## config.mk

```make
export PLATFORM = sky130hd
export DESIGN_NAME = tilt_angle_moving_average_unit_flat
export DESIGN_NICKNAME = d
export VERILOG_FILES = /design/src/tam_pkg.sv /design/src/tam_if.sv /design/src/tilt_angle_moving_average_unit.sv /design/src/flat_wrapper.sv
export SDC_FILE = /design/constraint.sdc
export NUM_CORES = 2
export LEC_CHECK = 0
export BUFFER_PORTS_ARGS = -buffer_cell sky130_fd_sc_hd__buf_2
export CORE_ASPECT_RATIO = 0.6
export CORE_MARGIN = 5
export CORE_UTILIZATION = 70
export DETAILED_ROUTE_END_ITERATION = 12
export PLACE_DENSITY = 0.9
export SETUP_SLACK_MARGIN = 0.5
export SYNTH_ARGS = -nofsm -noshare
export SYNTH_HDL_FRONTEND = slang
export SYNTH_SLANG_ARGS = --single-unit
```

## constraint.sdc

```tcl
create_clock -name clk -period 10.6 [get_ports clk]
set_input_delay 2.65 -clock clk [delete_from_list [all_inputs] [get_ports clk]]
set_output_delay 2.65 -clock clk [all_outputs]
set_load 0.005 [all_outputs]
```

## src/tam_pkg.sv

```systemverilog
`timescale 1ns / 1ps
// Shared constants, types and the arctangent table for the tilt angle unit.
// No dependencies; used by the channel interfaces and the top level.
package tam_pkg;

  localparam int WINDOW          = 20;
  localparam int SAMPLE_BITS     = 10;
  localparam int ANGLE_FRAC_BITS = 13;

  localparam int OUT_W   = 16;
  localparam int ANGLE_W = ANGLE_FRAC_BITS + 3;
  localparam int SLOT_W  = (WINDOW > 1) ? $clog2(WINDOW) : 1;
  localparam int SUM_W   = ANGLE_W + $clog2(WINDOW);

  localparam int CORDIC_STEPS = 16;
  localparam int STEP_W       = $clog2(CORDIC_STEPS);
  localparam int PRESCALE     = 20;
  localparam int CX_W         = SAMPLE_BITS + PRESCALE + 3;
  localparam int Z_W          = 33;
  localparam int RND_SHIFT    = 30 - ANGLE_FRAC_BITS;

  localparam int DIV_K = SUM_W + 1;
  localparam int DIV_M = (2 ** DIV_K) / WINDOW;
  localparam int MUL_W = DIV_K - $clog2(WINDOW) + 1;

  typedef logic        [ANGLE_W-1:0]     angle_t;
  typedef logic        [SUM_W-1:0]       sum_t;
  typedef logic signed [CX_W-1:0]        cx_t;
  typedef logic signed [Z_W-1:0]         z_t;
  typedef logic signed [SAMPLE_BITS-1:0] sample_t;

  localparam z_t HALF_PI_Q30 = Z_W'(64'd1686629713);
  localparam z_t RND_ADD     = Z_W'(64'd1 << (RND_SHIFT - 1));

  localparam angle_t ANG_157 = ANGLE_W'(((157 << ANGLE_FRAC_BITS) + 50) / 100);
  localparam angle_t ANG_314 = ANGLE_W'(((314 << ANGLE_FRAC_BITS) + 50) / 100);
  localparam angle_t ANG_471 = ANGLE_W'(((471 << ANGLE_FRAC_BITS) + 50) / 100);
  localparam angle_t ANG_628 = ANGLE_W'(((628 << ANGLE_FRAC_BITS) + 50) / 100);

  function automatic z_t atan_q30(input logic [STEP_W-1:0] i);
    z_t r;
    case (i)
      4'd0:    r = Z_W'(64'd843314856);
      4'd1:    r = Z_W'(64'd497837829);
      4'd2:    r = Z_W'(64'd263043836);
      4'd3:    r = Z_W'(64'd133525158);
      4'd4:    r = Z_W'(64'd67021686);
      4'd5:    r = Z_W'(64'd33543515);
      4'd6:    r = Z_W'(64'd16775850);
      4'd7:    r = Z_W'(64'd8388437);
      4'd8:    r = Z_W'(64'd4194282);
      4'd9:    r = Z_W'(64'd2097149);
      4'd10:   r = Z_W'(64'd1048575);
      4'd11:   r = Z_W'(64'd524287);
      4'd12:   r = Z_W'(64'd262143);
      4'd13:   r = Z_W'(64'd131071);
      4'd14:   r = Z_W'(64'd65535);
      default: r = Z_W'(64'd32767);
    endcase
    return r;
  endfunction

endpackage

```

## src/tam_if.sv

```systemverilog
`timescale 1ns / 1ps
// Valid/ready channel interfaces for samples in and angle results out.
// Depends on tam_pkg for field widths.
interface tam_in_if;
  logic                  valid;
  logic                  ready;
  tam_pkg::sample_t      accel_x;
  tam_pkg::sample_t      accel_y;
  modport source (output valid, output accel_x, output accel_y, input ready);
  modport sink   (input valid, input accel_x, input accel_y, output ready);
endinterface

interface tam_out_if;
  logic                       valid;
  logic                       ready;
  logic [tam_pkg::OUT_W-1:0]  tilt_angle;
  logic [tam_pkg::OUT_W-1:0]  average_angle;
  logic                       window_full;
  logic                       average_changed;
  modport source (output valid, output tilt_angle, output average_angle,
                  output window_full, output average_changed, input ready);
  modport sink   (input valid, input tilt_angle, input average_angle,
                  input window_full, input average_changed, output ready);
endinterface

```

## src/tilt_angle_moving_average_unit.sv

```systemverilog
`timescale 1ns / 1ps
// Tilt angle unit: iterative CORDIC arctangent plus a moving average ring.
// Depends on tam_pkg and the channel interfaces in tam_if.sv.
//
// Usage:
//   in_ch carries one beat per X/Y accelerometer sample (accel_x, accel_y).
//   out_ch carries one beat per sample: tilt angle (Q3.13 radians, 0..6.28),
//   the truncated mean of the last 20 angles, a sticky flag set once the
//   ring has wrapped, and a flag that the mean changed from the last beat.
//   A new sample is taken only once the last one is through: the 16-step
//   CORDIC loop through one shared add/shift unit, then the ring update and
//   a reciprocal divide by the window length, all run for each sample.
//   in_ch.ready is high only while the sequencer is idle.
//   A single output register holds the result; while the receiver stalls,
//   the unit still takes and works the next sample and waits at the end to
//   hand it over until the held beat is taken.
//   Reset (rst_n low, synchronous) clears the ring, running sum, slot
//   pointer, window full flag, last mean and the output valid flag.
module tilt_angle_moving_average_unit (
  input  logic          clk,
  input  logic          rst_n,
  tam_in_if.sink        in_ch,
  tam_out_if.source     out_ch
);

  typedef enum logic [2:0] {
    S_IDLE,
    S_ITER,
    S_FINISH,
    S_UPDATE,
    S_DIV,
    S_CORR
  } state_t;

  state_t                       state_r;
  tam_pkg::cx_t                 cx_r, cy_r;
  tam_pkg::z_t                  z_r;
  logic [tam_pkg::STEP_W-1:0]   step_r;
  logic                         x_neg_r, x_zero_r, y_neg_r, y_zero_r;
  tam_pkg::angle_t              angle_r;
  tam_pkg::angle_t              ring_r [tam_pkg::WINDOW];
  logic [tam_pkg::SLOT_W-1:0]   slot_r;
  tam_pkg::sum_t                sum_r;
  logic                         filled_r;
  tam_pkg::angle_t              last_avg_r;
  tam_pkg::angle_t              q_est_r;

  logic                         out_valid_r;
  logic [tam_pkg::OUT_W-1:0]    out_tilt_r, out_avg_r;
  logic                         out_full_r, out_changed_r;

  logic [tam_pkg::SAMPLE_BITS-1:0] ax, ay;
  tam_pkg::cx_t                 dx, dy;
  logic                         cy_pos;
  tam_pkg::z_t                  z_clamp, z_rnd;
  tam_pkg::angle_t              mag, angle_nxt;
  tam_pkg::sum_t                sum_nxt;
  logic [tam_pkg::SUM_W+tam_pkg::MUL_W-1:0] prod;
  tam_pkg::sum_t                rem;
  tam_pkg::angle_t              avg_nxt;
  logic                         out_free;

  assign in_ch.ready           = (state_r == S_IDLE);
  assign out_ch.valid          = out_valid_r;
  assign out_ch.tilt_angle     = out_tilt_r;
  assign out_ch.average_angle  = out_avg_r;
  assign out_ch.window_full    = out_full_r;
  assign out_ch.average_changed = out_changed_r;

  assign out_free = !out_valid_r || out_ch.ready;

  always_comb begin
    ax = in_ch.accel_x[tam_pkg::SAMPLE_BITS-1] ?
         tam_pkg::SAMPLE_BITS'(-in_ch.accel_x) : in_ch.accel_x;
    ay = in_ch.accel_y[tam_pkg::SAMPLE_BITS-1] ?
         tam_pkg::SAMPLE_BITS'(-in_ch.accel_y) : in_ch.accel_y;
  end

  // shared CORDIC add/shift unit
  always_comb begin
    dx     = cy_r >>> step_r;
    dy     = cx_r >>> step_r;
    cy_pos = !cy_r[tam_pkg::CX_W-1] && (cy_r != '0);
  end

  always_comb begin
    if (z_r[tam_pkg::Z_W-1]) begin
      z_clamp = '0;
    end else if (z_r > tam_pkg::HALF_PI_Q30) begin
      z_clamp = tam_pkg::HALF_PI_Q30;
    end else begin
      z_clamp = z_r;
    end
    z_rnd = (z_clamp + tam_pkg::RND_ADD) >>> tam_pkg::RND_SHIFT;
    mag   = x_zero_r ? '0 : tam_pkg::ANGLE_W'(z_rnd);
    if (y_zero_r) begin
      angle_nxt = (!x_neg_r && !x_zero_r) ? tam_pkg::ANG_157 : tam_pkg::ANG_471;
    end else if (!y_neg_r) begin
      angle_nxt = x_neg_r ? tam_pkg::ANG_628 - mag : mag;
    end else begin
      angle_nxt = x_neg_r ? tam_pkg::ANG_314 + mag : tam_pkg::ANG_314 - mag;
    end
  end

  always_comb begin
    sum_nxt = sum_r - tam_pkg::SUM_W'(ring_r[slot_r]) + tam_pkg::SUM_W'(angle_r);
    prod    = (tam_pkg::SUM_W + tam_pkg::MUL_W)'(sum_r) *
              (tam_pkg::SUM_W + tam_pkg::MUL_W)'(tam_pkg::DIV_M);
    rem     = sum_r - tam_pkg::SUM_W'(q_est_r * tam_pkg::SUM_W'(tam_pkg::WINDOW));
    avg_nxt = (rem >= tam_pkg::SUM_W'(tam_pkg::WINDOW)) ? q_est_r + 1'b1 : q_est_r;
  end

  always_ff @(posedge clk) begin
    if (!rst_n) begin
      state_r     <= S_IDLE;
      slot_r      <= '0;
      sum_r       <= '0;
      filled_r    <= 1'b0;
      last_avg_r  <= '0;
      out_valid_r <= 1'b0;
      step_r      <= '0;
      for (int i = 0; i < tam_pkg::WINDOW; i++) begin
        ring_r[i] <= '0;
      end
    end else begin
      if (out_valid_r && out_ch.ready && (state_r != S_CORR)) begin
        out_valid_r <= 1'b0;
      end
      case (state_r)
        S_IDLE: begin
          if (in_ch.valid) begin
            x_neg_r  <= in_ch.accel_x[tam_pkg::SAMPLE_BITS-1];
            y_neg_r  <= in_ch.accel_y[tam_pkg::SAMPLE_BITS-1];
            x_zero_r <= (in_ch.accel_x == '0);
            y_zero_r <= (in_ch.accel_y == '0);
            cx_r     <= tam_pkg::cx_t'(ay) <<< tam_pkg::PRESCALE;
            cy_r     <= tam_pkg::cx_t'(ax) <<< tam_pkg::PRESCALE;
            z_r      <= '0;
            step_r   <= '0;
            state_r  <= S_ITER;
          end
        end
        S_ITER: begin
          if (cy_pos) begin
            cx_r <= cx_r + dx;
            cy_r <= cy_r - dy;
            z_r  <= z_r + tam_pkg::atan_q30(step_r);
          end else begin
            cx_r <= cx_r - dx;
            cy_r <= cy_r + dy;
            z_r  <= z_r - tam_pkg::atan_q30(step_r);
          end
          step_r <= step_r + 1'b1;
          if (step_r == tam_pkg::STEP_W'(tam_pkg::CORDIC_STEPS - 1)) begin
            state_r <= S_FINISH;
          end
        end
        S_FINISH: begin
          angle_r <= angle_nxt;
          state_r <= S_UPDATE;
        end
        S_UPDATE: begin
          sum_r          <= sum_nxt;
          ring_r[slot_r] <= angle_r;
          if (slot_r == tam_pkg::SLOT_W'(tam_pkg::WINDOW - 1)) begin
            slot_r   <= '0;
            filled_r <= 1'b1;
          end else begin
            slot_r <= slot_r + 1'b1;
          end
          state_r <= S_DIV;
        end
        S_DIV: begin
          q_est_r <= tam_pkg::ANGLE_W'(prod >> tam_pkg::DIV_K);
          state_r <= S_CORR;
        end
        S_CORR: begin
          if (out_free) begin
            out_valid_r   <= 1'b1;
            out_tilt_r    <= tam_pkg::OUT_W'(angle_r);
            out_avg_r     <= tam_pkg::OUT_W'(avg_nxt);
            out_full_r    <= filled_r;
            out_changed_r <= (avg_nxt != last_avg_r);
            last_avg_r    <= avg_nxt;
            state_r       <= S_IDLE;
          end
        end
        default: begin
          state_r <= S_IDLE;
        end
      endcase
    end
  end

`ifndef SYNTHESIS
  a_busy_after_accept: assert property (@(posedge clk) disable iff (!rst_n)
    (in_ch.valid && in_ch.ready) |=> !in_ch.ready)
    else $error("ready stayed high after a sample was taken");

  a_divide_exact: assert property (@(posedge clk) disable iff (!rst_n)
    (state_r == S_CORR) |->
      ((sum_r - tam_pkg::SUM_W'(avg_nxt * tam_pkg::SUM_W'(tam_pkg::WINDOW)))
        < tam_pkg::SUM_W'(tam_pkg::WINDOW)))
    else $error("average divide left a remainder of a full window");

  a_full_sticky: assert property (@(posedge clk) disable iff (!rst_n)
    filled_r |=> filled_r)
    else $error("window full flag dropped");

  a_angle_range: assert property (@(posedge clk) disable iff (!rst_n)
    (state_r == S_UPDATE) |-> (angle_r <= tam_pkg::ANG_628))
    else $error("tilt angle beyond full turn");
`endif

endmodule
```

## src/flat_wrapper.sv

```systemverilog
// flat-port wrapper written by rule: the top's interface ports become plain ports
module tilt_angle_moving_average_unit_flat 
  (clk, rst_n, in_ch_valid, in_ch_accel_x, in_ch_accel_y, in_ch_ready, out_ch_valid, out_ch_tilt_angle, out_ch_average_angle, out_ch_window_full, out_ch_average_changed, out_ch_ready);
  tam_in_if in_ch_i ();
  tam_out_if out_ch_i ();
  input  logic clk;
  input  logic rst_n;
  input wire logic [$bits(in_ch_i.valid)-1:0] in_ch_valid;
  input wire logic [$bits(in_ch_i.accel_x)-1:0] in_ch_accel_x;
  input wire logic [$bits(in_ch_i.accel_y)-1:0] in_ch_accel_y;
  output wire logic [$bits(in_ch_i.ready)-1:0] in_ch_ready;
  output wire logic [$bits(out_ch_i.valid)-1:0] out_ch_valid;
  output wire logic [$bits(out_ch_i.tilt_angle)-1:0] out_ch_tilt_angle;
  output wire logic [$bits(out_ch_i.average_angle)-1:0] out_ch_average_angle;
  output wire logic [$bits(out_ch_i.window_full)-1:0] out_ch_window_full;
  output wire logic [$bits(out_ch_i.average_changed)-1:0] out_ch_average_changed;
  input wire logic [$bits(out_ch_i.ready)-1:0] out_ch_ready;
  assign in_ch_i.valid = in_ch_valid;
  assign in_ch_i.accel_x = in_ch_accel_x;
  assign in_ch_i.accel_y = in_ch_accel_y;
  assign in_ch_ready = in_ch_i.ready;
  assign out_ch_valid = out_ch_i.valid;
  assign out_ch_tilt_angle = out_ch_i.tilt_angle;
  assign out_ch_average_angle = out_ch_i.average_angle;
  assign out_ch_window_full = out_ch_i.window_full;
  assign out_ch_average_changed = out_ch_i.average_changed;
  assign out_ch_i.ready = out_ch_ready;
  tilt_angle_moving_average_unit u_core (.clk(clk), .rst_n(rst_n), .in_ch(in_ch_i), .out_ch(out_ch_i));
endmodule
```

# Word level (Yosys, flattened, before mapping)
# Memory sizes are Yosys's and may differ from the RTL's. A register that Yosys moved wholly into a read port is not among the register bits.
# Index checks and enable logic that the tools add are counted.
[totals]
reg_bits = 220
latchBits = 0
mem_bits_rw = 320
rom_bits = 960
output_inout_bits = 36
mem_count = 3
[memory_table]
columns = ["name", "depth", "width", "read_ports", "rd_clocked_by_memory_dff", "wr", "line_no", "rtl"]
rows = [
  ["(no name shown)", 16, 30, 1, 1, 0, "tam_pkg.sv:42", "case (i)"],
  ["(no name shown)", 16, 30, 1, 1, 0, "tam_pkg.sv:42", ""],
  ["u_core.ring_r", 20, 16, 1, 1, 20, "tilt_angle_moving_average_unit.sv:41", "tam_pkg::angle_t ring_r [tam_pkg::WINDOW];"],
]
[op_classes]
n_addsub = 18
n_mul = 2
div_mod_pow = 0
order_cmp = 2
eq_ne = 12
n_shift = 2
n_mux = 49
bitwise = 0
n_reduce_logical = 24
[ops]
columns = ["cell", "count"]
rows = [
  ["$mux W33", 12],
  ["$pmux W33 S2", 3],
  ["$mux W16", 8],
  ["$add A33 B33 Y33", 3],
  ["$sub A33 B33 Y33", 3],
  ["$sshr A33 B4 Y33", 2],
  ["$mux W32", 2],
  ["$mul A21 B18 Y38 const B", 1],
  ["$add A32 B17 Y33 const B", 1],
  ["$gt A33 B32 Y1 const B", 1],
  ["$reduce_bool A33 Y1", 1],
  ["$add A21 B16 Y21", 1],
  ["$ge A21 B5 Y1 const B", 1],
  ["$sub A21 B16 Y21", 1],
  ["$sub A21 B21 Y21", 1],
  ["$logic_not A10 Y1", 2],
  ["$mux W10", 2],
  ["$mux W4", 5],
  ["$mux W5", 4],
  ["$neg A10 Y10", 2],
  ["$mul A16 B3 Y19 const B", 1],
  ["$pmux W3 S6", 1],
  ["$add A15 B16 Y16 const A", 1],
  ["$add A16 B1 Y16 const B", 1],
  ["24 further kinds", 49],
]

# Longest topological paths before layout
[depth]
depth_word = 9
depth_mapped = 31

# Worst setup path before layout
# OpenSTA, ideal clock, no wires.
[synth_path]
path_type = "in2reg"
startpoint = "input port rst_n"
endpoint = "register u_core.cx_r[0] (enable)"
setup_ps = 558
t_arrival_ps = 7230
t_required_ps = 10042
setup_slack_ps = 2812
cell_stages = 4
cell_sequence = "inv_1 > clkbuf_1 > buf_1 > nor2_1"
[synth_via]
elab_chain_cells = 1
[synth_lines]
columns = ["item", "line_no", "rtl"]
rows = [
  ["start: declaration", "flat_wrapper.sv:7", "input logic rst_n;"],
  ["$reduce_and A3 Y1 (no source line)", "-", ""],
  ["end signal: assignment", "tilt_angle_moving_average_unit.sv:136", "cx_r <= tam_pkg::cx_t'(ay) <<< tam_pkg::PRESCALE;"],
  ["end signal: assignment", "tilt_angle_moving_average_unit.sv:145", "cx_r <= cx_r + dx;"],
  ["end signal: assignment", "tilt_angle_moving_average_unit.sv:149", "cx_r <= cx_r - dx;"],
  ["end: declaration", "tilt_angle_moving_average_unit.sv:36", "tam_pkg::cx_t cx_r, cy_r;"],
]
# No other way between the ends.
# A chain may end at the register's enable or synchronous reset.

# Worst setup path in the final report
[layout_path]
startpoint = "register u_core.q_est_r[3]"
endpoint = "register u_core.out_changed_r (netlist: u_core.out_ch.average_changed), data pin"
[layout_via]
elab_chain_cells = 5
word_cells_on_any_way = 6
[layout_lines]
columns = ["item", "line_no", "rtl"]
rows = [
  ["start: declaration", "tilt_angle_moving_average_unit.sv:46", "tam_pkg::angle_t q_est_r;"],
  ["start signal: assignment", "tilt_angle_moving_average_unit.sv:174", "q_est_r <= tam_pkg::ANGLE_W'(prod >> tam_pkg::DIV_K);"],
  ["$mul A16 B3 Y19", "tilt_angle_moving_average_unit.sv:109", "rem = sum_r - tam_pkg::SUM_W'(q_est_r * tam_pkg::SUM_W'(tam_pkg::WINDOW));"],
  ["$sub A21 B21 Y21", "tilt_angle_moving_average_unit.sv:109", ""],
  ["$ge A21 B5 Y1", "tilt_angle_moving_average_unit.sv:110", "avg_nxt = (rem >= tam_pkg::SUM_W'(tam_pkg::WINDOW)) ? q_est_r + 1'b1 : q_est_r;"],
  ["$mux W16 (*)", "tilt_angle_moving_average_unit.sv:110", ""],
  ["$ne A16 B16 Y1 (*)", "tilt_angle_moving_average_unit.sv:183", "out_changed_r <= (avg_nxt != last_avg_r);"],
  ["end signal: assignment", "tilt_angle_moving_average_unit.sv:183", ""],
  ["end: declaration", "tilt_angle_moving_average_unit.sv:50", "logic out_full_r, out_changed_r;"],
]
# Mark *: on every way between the ends. The rest lies on a longest branch, timed or not.

==> reports/qor.txt <==
Status: finished, final reports clean
Synth async-reset ratio: 0%
Cell with the most instances after synthesis: edfxtp_1
Most used cell, CP: o21ai_0
Pwr Total: 0.00829 W
Synth Area in XOR/XNOR: 4.70%
Ports: 60
Setup TNS: 0 ns
Met2 Track Usage GR: 53.1%
CTS max path bufs: 3
H-tree depth: 3
Via-to-Cell Ratio: 7.35
Synth area leader: edfxtp_1
Critical Path Source Type: flip-flop
Min-delay src: u_core.filled_r$_SDFFE_PN0P_
Ys flop type: edfxtp_1
Starting Density: 70.4%
Clock Latency Late Sink: 0.70 ns
Final worst path period need: 7.27 ns
Final Cell Area: 55200 um^2
Area delta synth->final: 6.95%
Worst rel slew slack: 9.45%
CTS root buf: clkbuf_16
Gr ovfl total: 0
Critical path arrival: 7.65 ns
Vias in the first global route: 38600
PnR worst setup slack: 3.33 ns
Dpl ws: 3.60 ns
WL/cell: 28.2 um
Largest family of logic cells by synthesized area: adder cells
Grt peak-use layer: met1
Worst reg-to-reg setup slack: 3.33 ns
# clock sinks: 766
Port Buf Inserts: 59
Area after DPL: 52700 um^2
Clk slew on worst S/H paths: 0.07 ns
HP Class: flip-flop to flip-flop
Worst Max-Slew Pin Slew: 1.36 ns
Met3 GRT Util: 17.9%
Net Count, Synth: 5002
Initial antenna violation count: 6
TritonCTS Buffers: 71
Layout Skew: 0.0567 ns
CTS tree: yes
Synth Area in Simple Gates: 11.9%
Max Freq: 137 MHz
Largest net degree at the start of global routing: 73
Post-synth top area share: 39.6%
Hold depth: 0
Final GP Congestion: 1.05
# fillers: 4255
Max incr delay on CP: 0.57 ns
GRT Resource Usage Total: 38.6%
Fin nets: 4945
Post-synthesis mux area share: 12.4%
Die area: 79400 um^2
Average cell area after synthesis: 11.5 um^2
Power per cell area: 150 nW/um^2
R2r worst-path depth: 29
Worst VDD drop: 134 uV
Final HPWL DP: 104000 um
Non-filler instance count after layout: 5470
Synth warn: 0
Iter 0 DRT Violations: 7729
Top cells by area, synth: edfxtp_1 (40%), mux4_2 (10%), ha_1 (8.3%)
Synthesized instance count: 4482
Worst setup path class: flip-flop to flip-flop
Remaining DRCs: 0
Post-synthesis compound-gate area fraction: 8.95%
Die Width: 360 um
Worst R2R End: u_core.out_ch.average_changed$_DFFE_PP_
FP Rows: 77
Post-synth top cells: edfxtp_1 (681), nor3_1 (380), inv_1 (371)
RSZ-0062 raised after global routing: no
Final Hold Vio Count: 0
CP Max Fanout: 15
Final WL: 154000 um
Final ANT Viol Nets: 0
Placed insts: 5339
First-pass GRT wire length: 234000 um
Core area: 73300 um^2
Sequential area share after synthesis: 42.9%
Met1 Track Usage GR: 55.0%
Die Ht: 220 um
Synth unique cells: 95
DRT Pass-1 Iters: 12
Origin of the critical flop-to-flop path: u_core.q_est_r[3]$_DFFE_PP_
Post-synth EDFFs: 681
Vias: 40200
#FFs+latches synth: 766
Leakage: 21.4 nW
Post-Synthesis Cell Area: 51600 um^2
Final period utilization: 68.6%
Worst Path Required: 10.97 ns
Post-CTS sizing: 0
Critical path's slowest cell: and4_1
Hold_buf cts: 0
Final Slew Violations: 0
Final setup fails: 0
Maxcap violations: 0
Post-synthesis adder-cell area fraction: 14.3%
Worst Hold End: u_core.out_ch.window_full$_DFFE_PP_
Share of cells above drive strength 1: 13.3%
Setup bufs post-CTS: 0
Worst setup EP type: flip-flop
state kept, by name, indices dropped and copies added (netlist names), named ones only:
signal / count
u_core.angle_r: 16
u_core.cy_r: 33
u_core.slot_r: 5
u_core.step_r: 4
u_core.cx_r: 33
u_core.last_avg_r: 16
u_core.ring_r: 512
u_core.out_ch.valid: 1
u_core.out_ch.tilt_angle: 16
u_core.state_r: 3
u_core.sum_r: 21
u_core.out_ch.average_changed: 1
u_core.q_est_r: 16
u_core.x_zero_r: 1
u_core.z_r: 33
u_core.out_ch.window_full: 1
u_core.filled_r: 1
u_core.y_zero_r: 1
u_core.y_neg_r: 1
u_core.x_neg_r: 1
u_core.out_ch.average_angle: 16
worst max path at each step:
stage                     depth (start not counted)  slack, ns                                 endpoint                        start
final                                            29       3.33  u_core.out_ch.average_changed$_DFFE_PP_  u_core.q_est_r[3]$_DFFE_PP_
after global routing                             29       2.75  u_core.out_ch.average_changed$_DFFE_PP_  u_core.q_est_r[3]$_DFFE_PP_
after CTS                                        29       3.54  u_core.out_ch.average_changed$_DFFE_PP_  u_core.q_est_r[3]$_DFFE_PP_
after detailed placement                         29       3.60  u_core.out_ch.average_changed$_DFFE_PP_  u_core.q_est_r[3]$_DFFE_PP_
after global placement                           29       3.70  u_core.out_ch.average_changed$_DFFE_PP_  u_core.q_est_r[3]$_DFFE_PP_
after floorplan                                   4       2.81             u_core.cx_r[0]$_SDFFCE_PN0P_                        rst_n
layout make-up:
type	instances	area (um^2)	share of cell area, %
Multi-Input combinational cell	3084	27100	49.2
Clock inverter	39	482	0.873
Sequential cell	766	22200	40.2
Clock buffer	90	1950	3.53
Tap cell	987	1230	2.24
Timing Repair Buffer	125	791	1.43
Antenna cell	2	5.00	0.00907
Inverter	377	1420	2.56
cells by family after synthesis:
logic type / after synthesis
compound gates: 731
buf+inv: 632
mux: 338
simple gates: 1242
flops: 766
fa+ha+maj: 496
xor+xnor: 277
metal layers:
| metal | share of wire, % | vias up | wire length (um) |
|---|---|---|---|
| met5 | 0.19 | - | 292 |
| met4 | 4.2 | 21 | 6540 |
| met3 | 19 | 762 | 28800 |
| met2 | 40 | 3964 | 62100 |
| met1 | 37 | 19000 | 56300 |
| li1 | - | 16500 | - |
per-stage QoR:
| step | hold slack [ns] | util (%) |
|---|---|---|
| after global placement | 0.413 | 71.9 |
| after global routing | 0.473 | 75.2 |
| after floorplan | 0.409 | - |
| after CTS | 0.444 | 75.2 |
| final | 0.446 | 75.3 |
| after detailed placement | 0.440 | 71.9 |
cells in the final DEF, fill, tap and decap left out, types with 15 or more instances in the layout:
cell | Yosys | layout
nand2b_1 | 48 | 47
nand2_1 | 224 | 221
a211oi_1 | 33 | 33
edfxtp_1 | 681 | 681
nand4_1 | 21 | 21
o31ai_1 | 25 | 25
clkbuf_16 | 0 | 72
o21ai_2 | 0 | 16
o21bai_1 | 19 | 19
nor3_1 | 380 | 380
a21o_1 | 58 | 58
o211ai_1 | 22 | 22
buf_2 | 13 | 59
xnor2_1 | 171 | 171
mux2_2 | 42 | 42
or2_2 | 15 | 15
dfxtp_1 | 85 | 78
o21ai_0 | 166 | 146
nor4_1 | 22 | 21
nor2_1 | 267 | 264
buf_4 | 3 | 66
mux2i_1 | 52 | 52
mux4_2 | 236 | 236
inv_1 | 371 | 369
and3_1 | 47 | 47
or3_1 | 23 | 22
nor2b_1 | 28 | 28
and2_1 | 17 | 17
ha_1 | 341 | 341
fa_1 | 155 | 155
a21oi_1 | 223 | 223
o21a_1 | 27 | 27
xor2_1 | 106 | 106
a31oi_1 | 25 | 25
nand3_1 | 83 | 79
critical path, delay by kind of cell (launching register included):
family | cells | cell delay [ns]
buffers and inverters | 1 | 0.08
AO/OA/AOI/OAI | 17 | 3.46
flip-flops | 1 | 0.56
AND/OR/NAND/NOR | 6 | 1.59
XOR/XNOR | 1 | 0.15
adder cells (fa/ha/maj) | 4 | 1.13
report_power, final:
group / leakage, nW / total, W / internal, W / switching [W]
Combinational: 12.9 / 0.00197 / 0.000803 / 0.00116
Sequential: 7.31 / 0.00357 / 0.00341 / 0.000167
Clock: 1.18 / 0.00275 / 0.00150 / 0.00125
Total: 21.4 / 0.00829 / 0.00571 / 0.00258
No activity file was read; power rests on OpenSTA's default activity.
